--- src/design/ipvr_pkg.sv ---
// Shared constants for the inverse Park voltage rotation block.
// Sine polynomial coefficients, fixed Q30 widths and pipeline depths.
// No dependencies; imported by every module of the block.
package ipvr_pkg;

    // Phase word inside the sine unit: full turn = 2^32
    localparam int PH_W = 32;
    // Signed Q2.30 sine / cosine
    localparam int SIN_W = 32;
    // Folded angle magnitude, up to one quarter turn (2^30)
    localparam int X_W = 31;
    // Width of every polynomial product
    localparam int PROD_W = 2 * X_W;
    // Fraction bits of the trigonometric values
    localparam int Q_SHIFT = 30;

    // Widths of the Horner partial terms, each just holds its coefficient
    localparam int T7_W = 23;
    localparam int T5_W = 27;
    localparam int T3_W = 30;
    localparam int T1_W = 31;
    localparam int C9_W = 18;

    // Odd Taylor coefficients of sin(x * pi/2) in Q30
    localparam logic [T1_W-1:0] SIN_C1 = T1_W'(1686629713);
    localparam logic [T3_W-1:0] SIN_C3 = T3_W'(693598667);
    localparam logic [T5_W-1:0] SIN_C5 = T5_W'(85569364);
    localparam logic [T7_W-1:0] SIN_C7 = T7_W'(5026995);
    localparam logic [C9_W-1:0] SIN_C9 = C9_W'(172272);

    // One in Q30, and the quarter turn of the phase word
    localparam logic [X_W-1:0]  Q30_ONE      = X_W'(32'h4000_0000);
    localparam logic [PH_W-1:0] QUARTER_TURN = 32'h4000_0000;

    // Pipeline depths: sine unit and rotation unit
    localparam int SIN_STAGES = 7;
    localparam int ROT_STAGES = 2;

endpackage

--- src/design/ipvr_rotate.sv ---
// Rotation of the saturated d/q pair by a Q30 sine/cosine pair.
// Products in one stage, sum and round-half-away in the next. Uses ipvr_pkg.
module ipvr_rotate
    import ipvr_pkg::*;
#(
    parameter int VOLT_FRAC_BITS = 12
)
(
    input  logic                            clk,
    input  logic signed [VOLT_FRAC_BITS+1:0] d_in,
    input  logic signed [VOLT_FRAC_BITS+1:0] q_in,
    input  logic signed [SIN_W-1:0]          sin_in,
    input  logic signed [SIN_W-1:0]          cos_in,
    output logic signed [VOLT_FRAC_BITS+1:0] alpha,
    output logic signed [VOLT_FRAC_BITS+1:0] beta
);

    localparam int OUT_W = VOLT_FRAC_BITS + 2;
    localparam int PW    = OUT_W + SIN_W;
    localparam int AW    = PW + 1;
    localparam logic [AW-1:0] ROUND_HALF = AW'(1) << (Q_SHIFT - 1);

    logic signed [PW-1:0] p_dc_reg;
    logic signed [PW-1:0] p_qs_reg;
    logic signed [PW-1:0] p_ds_reg;
    logic signed [PW-1:0] p_qc_reg;
    logic signed [AW-1:0] acc_a;
    logic signed [AW-1:0] acc_b;
    logic [AW-1:0]        rnd_a;
    logic [AW-1:0]        rnd_b;
    logic [OUT_W-1:0]     alpha_next;
    logic [OUT_W-1:0]     beta_next;
    logic [OUT_W-1:0]     alpha_reg;
    logic [OUT_W-1:0]     beta_reg;

    // Stage 1: the four products
    always_ff @(posedge clk)
    begin
        p_dc_reg <= PW'(d_in) * PW'(cos_in);
        p_qs_reg <= PW'(q_in) * PW'(sin_in);
        p_ds_reg <= PW'(d_in) * PW'(sin_in);
        p_qc_reg <= PW'(q_in) * PW'(cos_in);
    end

    // Stage 2: sums, round to nearest with ties away from zero.
    // Negative sums add half minus one before the arithmetic shift.
    always_comb
    begin
        acc_a      = AW'(p_dc_reg) - AW'(p_qs_reg);
        acc_b      = AW'(p_ds_reg) + AW'(p_qc_reg);
        rnd_a      = acc_a + ROUND_HALF - AW'(acc_a[AW-1]);
        rnd_b      = acc_b + ROUND_HALF - AW'(acc_b[AW-1]);
        alpha_next = rnd_a[Q_SHIFT+OUT_W-1:Q_SHIFT];
        beta_next  = rnd_b[Q_SHIFT+OUT_W-1:Q_SHIFT];
    end

    always_ff @(posedge clk)
    begin
        alpha_reg <= alpha_next;
        beta_reg  <= beta_next;
    end

    assign alpha = $signed(alpha_reg);
    assign beta  = $signed(beta_reg);

endmodule

--- config.mk ---
export PLATFORM = sky130hd
export DESIGN_NAME = ipvr_rotate
export DESIGN_NICKNAME = d
export VERILOG_FILES = /design/src/design/ipvr_pkg.sv /design/src/design/ipvr_rotate.sv
export SDC_FILE = /design/constraint.sdc
export NUM_CORES = 2
export LEC_CHECK = 0
export BUFFER_PORTS_ARGS = -buffer_cell sky130_fd_sc_hd__buf_4
export CORE_UTILIZATION = 60
export CTS_BUF_LIST = sky130_fd_sc_hd__clkbuf_8 sky130_fd_sc_hd__clkbuf_16
export DETAILED_ROUTE_END_ITERATION = 10
export GPL_ROUTABILITY_DRIVEN = 0
export PLACE_DENSITY = 0.8
export SETUP_SLACK_MARGIN = 0.5
export SLEW_MARGIN = 5
export SYNTH_ARGS = -nofsm -noshare
export SYNTH_HDL_FRONTEND = slang
export SYNTH_SLANG_ARGS = --single-unit
--- constraint.sdc ---
create_clock -name clk -period 6.6 [get_ports clk]
set_input_delay 0.33 -clock clk [delete_from_list [all_inputs] [get_ports clk]]
set_output_delay 0.33 -clock clk [all_outputs]
set_load 0.1 [all_outputs]
# After elaboration in Yosys (flattened, before gate mapping)
# Cells that the tools add are included.
# W data, S select, Z words.
# word_totals
regBits,212
in_bits,93
output_inout_bits,28
elab_cells,16
# op_classes
addsub,6
mul,4
# ops
op,n
$mul A14 B32 Y46,4
$add A44 B30 Y44 const B,2
$sub A44 B1 Y44,2
$add A46 B46 Y47,1
$sub A46 B46 Y47,1

# Longest topological paths before layout
# logic_depth
depth_word,3
ltp_mapped,29
depth_no_buf,29

# Worst setup path before layout
# Ideal clock, no wire load.
# synth_path
kind,input -> register
from,input q_in[5]
to,register p_qs_reg[45]
setup_ns,0.072
arrival_ns,6.728
t_required_ns,6.528
slack_ns,-0.200
path_stages,25
n_path_buf,2
path_cell_list,clkbuf_1 > clkbuf_1 > nand2_1 > fa_1 > fa_1 > inv_1 > fa_1 > fa_1 > fa_1 > inv_1 > fa_1 > inv_1 > ha_1 > and3_4 > a221o_1 > a21o_1 > and3_1 > a21oi_2 > a21oi_2 > o31ai_4 > o21ai_2 > a221o_1 > a221o_1 > a21oi_1 > xnor2_1
# synth_via
elab_chain_cells,1
# synth_lines
element,line,source
from (decl),ipvr_rotate.sv:11,"input logic signed [VOLT_FRAC_BITS+1:0] q_in,"
$mul A14 B32 Y46,ipvr_rotate.sv:40,p_qs_reg <= PW'(q_in) * PW'(sin_in);
to (signal assigned),ipvr_rotate.sv:40,
to (decl),ipvr_rotate.sv:24,logic signed [PW-1:0] p_qs_reg;
# Every way passes these cells.

# Worst setup path after layout
# layout_path
from,input cos_in[7]
to,register p_dc_reg[45]
# layout_via
elab_chain_cells,1
# layout_lines
element,line,source
from (decl),ipvr_rotate.sv:13,"input logic signed [SIN_W-1:0] cos_in,"
$mul A14 B32 Y46,ipvr_rotate.sv:39,p_dc_reg <= PW'(d_in) * PW'(cos_in);
to (signal assigned),ipvr_rotate.sv:39,
to (decl),ipvr_rotate.sv:23,logic signed [PW-1:0] p_dc_reg;
# Every way passes these cells.

==> summary.md <==
| Metric | Value |
|---|---|
| Status | `completed` |
| Total GRT Usage | `around 33%` |
| Min setup slack post-route | `between 0.5 and 0.6 ns` |
| Max-slew violation count | `0` |
| Remaining Overflow, GRT | `0` |
| Most frequent cells in the layout | `inv_1, fa_1, nand2_1, and2_1, ha_1` |
| Nets@finish | `approximately 11000` |
| Placement Setup Slack | `-0.484 ns` |
| Worst Max-Slew Pin Slew | `about 0.86 ns` |
| Routed vias | `between 50000 and 60000` |
| Wirelength, routed | `approximately 210000 um` |
| DR pass1 iterations | `8` |
| Final Hold Fails | `0` |
| Hold-fix buffers, CTS | `0` |
| Core ar. | `around 120000 um2` |
| Die area | `124000 um2` |
| I/O pins | `between 100 and 150` |
| Clock buffer depth | `3` |
| Max Clk Rate | `between 150 and 200 MHz` |
| Leading cell type in the layout, fill and taps excluded | `inv_1` |
| Worst-path clk slew | `roughly 0.060 ns` |
| Worst endpoint required time | `7.08 ns` |
| Library cells used by synthesis | `84` |
| Row count | `roughly 130` |
| Die H | `about 350 um` |
| Yosys warnings | `0` |
| CP Launch Type | `input pin` |
| Input/output buffers | `120` |
| Layout fillers | `between 8000 and 9000` |
| Placed Instances | `around 10000` |
| Vias in the first global route | `62700` |
| Max-slew headroom | `42.4%` |
| Synth Register Bits | `roughly 210` |
| Post-DP Area | `79100 um2` |
| Setup violations, final | `0` |
| ANT nets after route | `0` |
| Max Clock Skew | `~0.019 ns` |
| Initial Utilization | `around 61%` |
| Fin crit period | `~6 ns` |
| CTS Sinks | `between 200 and 250` |
| Crit path from | `cos_in[7]` |
| First-pass GRT wire length | `322000 um` |
| Most common flop cell mapped by yosys | `dfxtp_1` |
| H-tree lvl count | `1` |
| Initial DRC Count | `4700` |
| Min-delay worst type | `in -> reg` |
| Max Cap Viol | `0` |
| Part of the Yosys area used for sequential elements | `5.75%` |
| Antenna violations before repair | `16` |
| Area grow syn2layout | `11.3%` |
| HP Start | `cos_in[0]` |
| Kind of critical path | `in -> reg` |
| Wire per inst | `a little over 20 um` |
| Syn nets | `~11000` |
| Avg Inst Size Synth | `8.83 um2` |
| Design area | `a little over 80000 um2` |
| Critical Path Sink Type | `flip-flop` |
| Cells after Synth | `8358` |
| Reg-to-reg startpoint | `p_ds_reg[0]` |
| Post-synth EDFFs | `0` |
| Netlist Area Pre-Place | `73800 um2` |
| Layout cell share with drive strength beyond 1 | `between 10% and 20%` |
| Worst-path maximum fanout | `5` |
| Clk root buf | `clkbuf_16` |
| Final period utilization | `91.5%` |
| Async SR Flop Fraction | `0%` |
| Largest net degree at the start of global routing | `49` |
| Unrepaired setup endpoints after global routing | `true` |
| Via/cell ratio | `between 5 and 6` |
| Detailed placement HPWL | `roughly 160000 um` |
| DRC Markers | `0` |
| Die W | `between 300 and 400 um` |
| CP arrival | `approximately 6.5 ns` |
| Insertion delay to the later sink of the worst-skew pair | `between 0.5 and 0.6 ns` |
| Cell Count, Final, Fillers Out | `10200` |
| CTS tree | `built` |
| CTS Buf Count | `26` |
-- stage by stage --
stage | TNS, ns | hold WS (ns) | utilization, %
finish | 0 | 0.128 | 67.4
global route | 0 | 0.109 | 67.4
CTS | 0 | 0.0967 | 65.9
detailed placement | -4.17 | 0.690 | 64.9
global placement | -2.23 | 0.684 | 64.9
floorplan | 0 | 0.452 | -
-- path summary, 6_finish.rpt --
kind                                      to  slack [ns]  depth (start not counted)
worst max-delay path            p_dc_reg[45]        0.56                         27
worst min-delay path             p_qc_reg[0]        0.13                          2
worst max register to register      beta[11]        0.83                         24
worst min register to register     alpha[13]        0.93                          4
-- area by class of cell --
cell class / count / area [um2] / area share, %
multi-input combinational: 5811 / 61800 / 75.2
inverter: 1930 / 7250 / 8.83
timing repair buffer: 612 / 5930 / 7.22
sequential: 212 / 4240 / 5.16
tap: 1625 / 2030 / 2.47
clock buffer: 30 / 717 / 0.872
clock inverter: 18 / 183 / 0.222
antenna: 10 / 25.0 / 0.0305
-- worst max-delay path: stages --
cell and delay (ns):
buf_12 0.12, clkbuf_16 0.15, and2_4 0.16, fa_1 0.52, inv_1 0.05, fa_1 0.48, inv_2 0.08, fa_1 0.50
inv_1 0.05, fa_1 0.52, inv_2 0.04, fa_1 0.47, inv_1 0.05, fa_1 0.51, inv_2 0.05, ha_4 0.27
o211ai_1 0.11, a21o_1 0.23, a211oi_2 0.21, nor2_2 0.08, a311o_1 0.40, a21oi_2 0.22, a211oi_2 0.12, o31a_1 0.32
o21ai_2 0.15, a21oi_2 0.08, xnor2_2 0.22
-- synth_stat cells, types with 97 or more instances --
cell | number | area [um2]
clkbuf_1 | 399 | 1500
inv_1 | 1928 | 7240
xor2_1 | 97 | 850
xnor2_1 | 204 | 1790
dfxtp_1 | 212 | 4240
fa_1 | 1646 | 33000
nor2_1 | 247 | 927
a21o_1 | 211 | 1580
ha_1 | 586 | 7330
o21ai_0 | 140 | 701
nand2_1 | 940 | 3530
and2_1 | 862 | 5390
a21oi_1 | 263 | 1320
-- kinds of logic after synthesis --
group                      share of synthesized area (%)
and+or+nand+nor                                     16.1
muxes                                             0.0271
buffers and inverters                               11.9
AOI/OAI and AO/OA                                   8.04
DFF                                                 5.75
adders and majority gates                           54.6
xor gates and xnor gates                            3.67
-- what timing repair did --
| action | 4_1_cts | 5_1_grt |
|---|---|---|
| endpoints found under the setup margin | 22 | 60 |
| gates cloned | 0 | 17 |
| pin swaps | 28 | 139 |
| endpoints found under the hold margin | 0 | 0 |
| setup buffers | 8 | 36 |
| resized for setup | 72 | 265 |
-- layer usage --
layer | global-route usage, % | up-vias | share of wire [%]
li1 | - | 25300 | -
met3 | 4.89 | 806 | 9.5
met2 | 54.3 | 2927 | 47
met5 | 0 | - | 0.032
met4 | 22.2 | 10 | 8.4
met1 | 39.2 | 29400 | 35
Power is not shown: default switching activity piles up to over one toggle a cycle in this logic, so the estimate is an artifact.
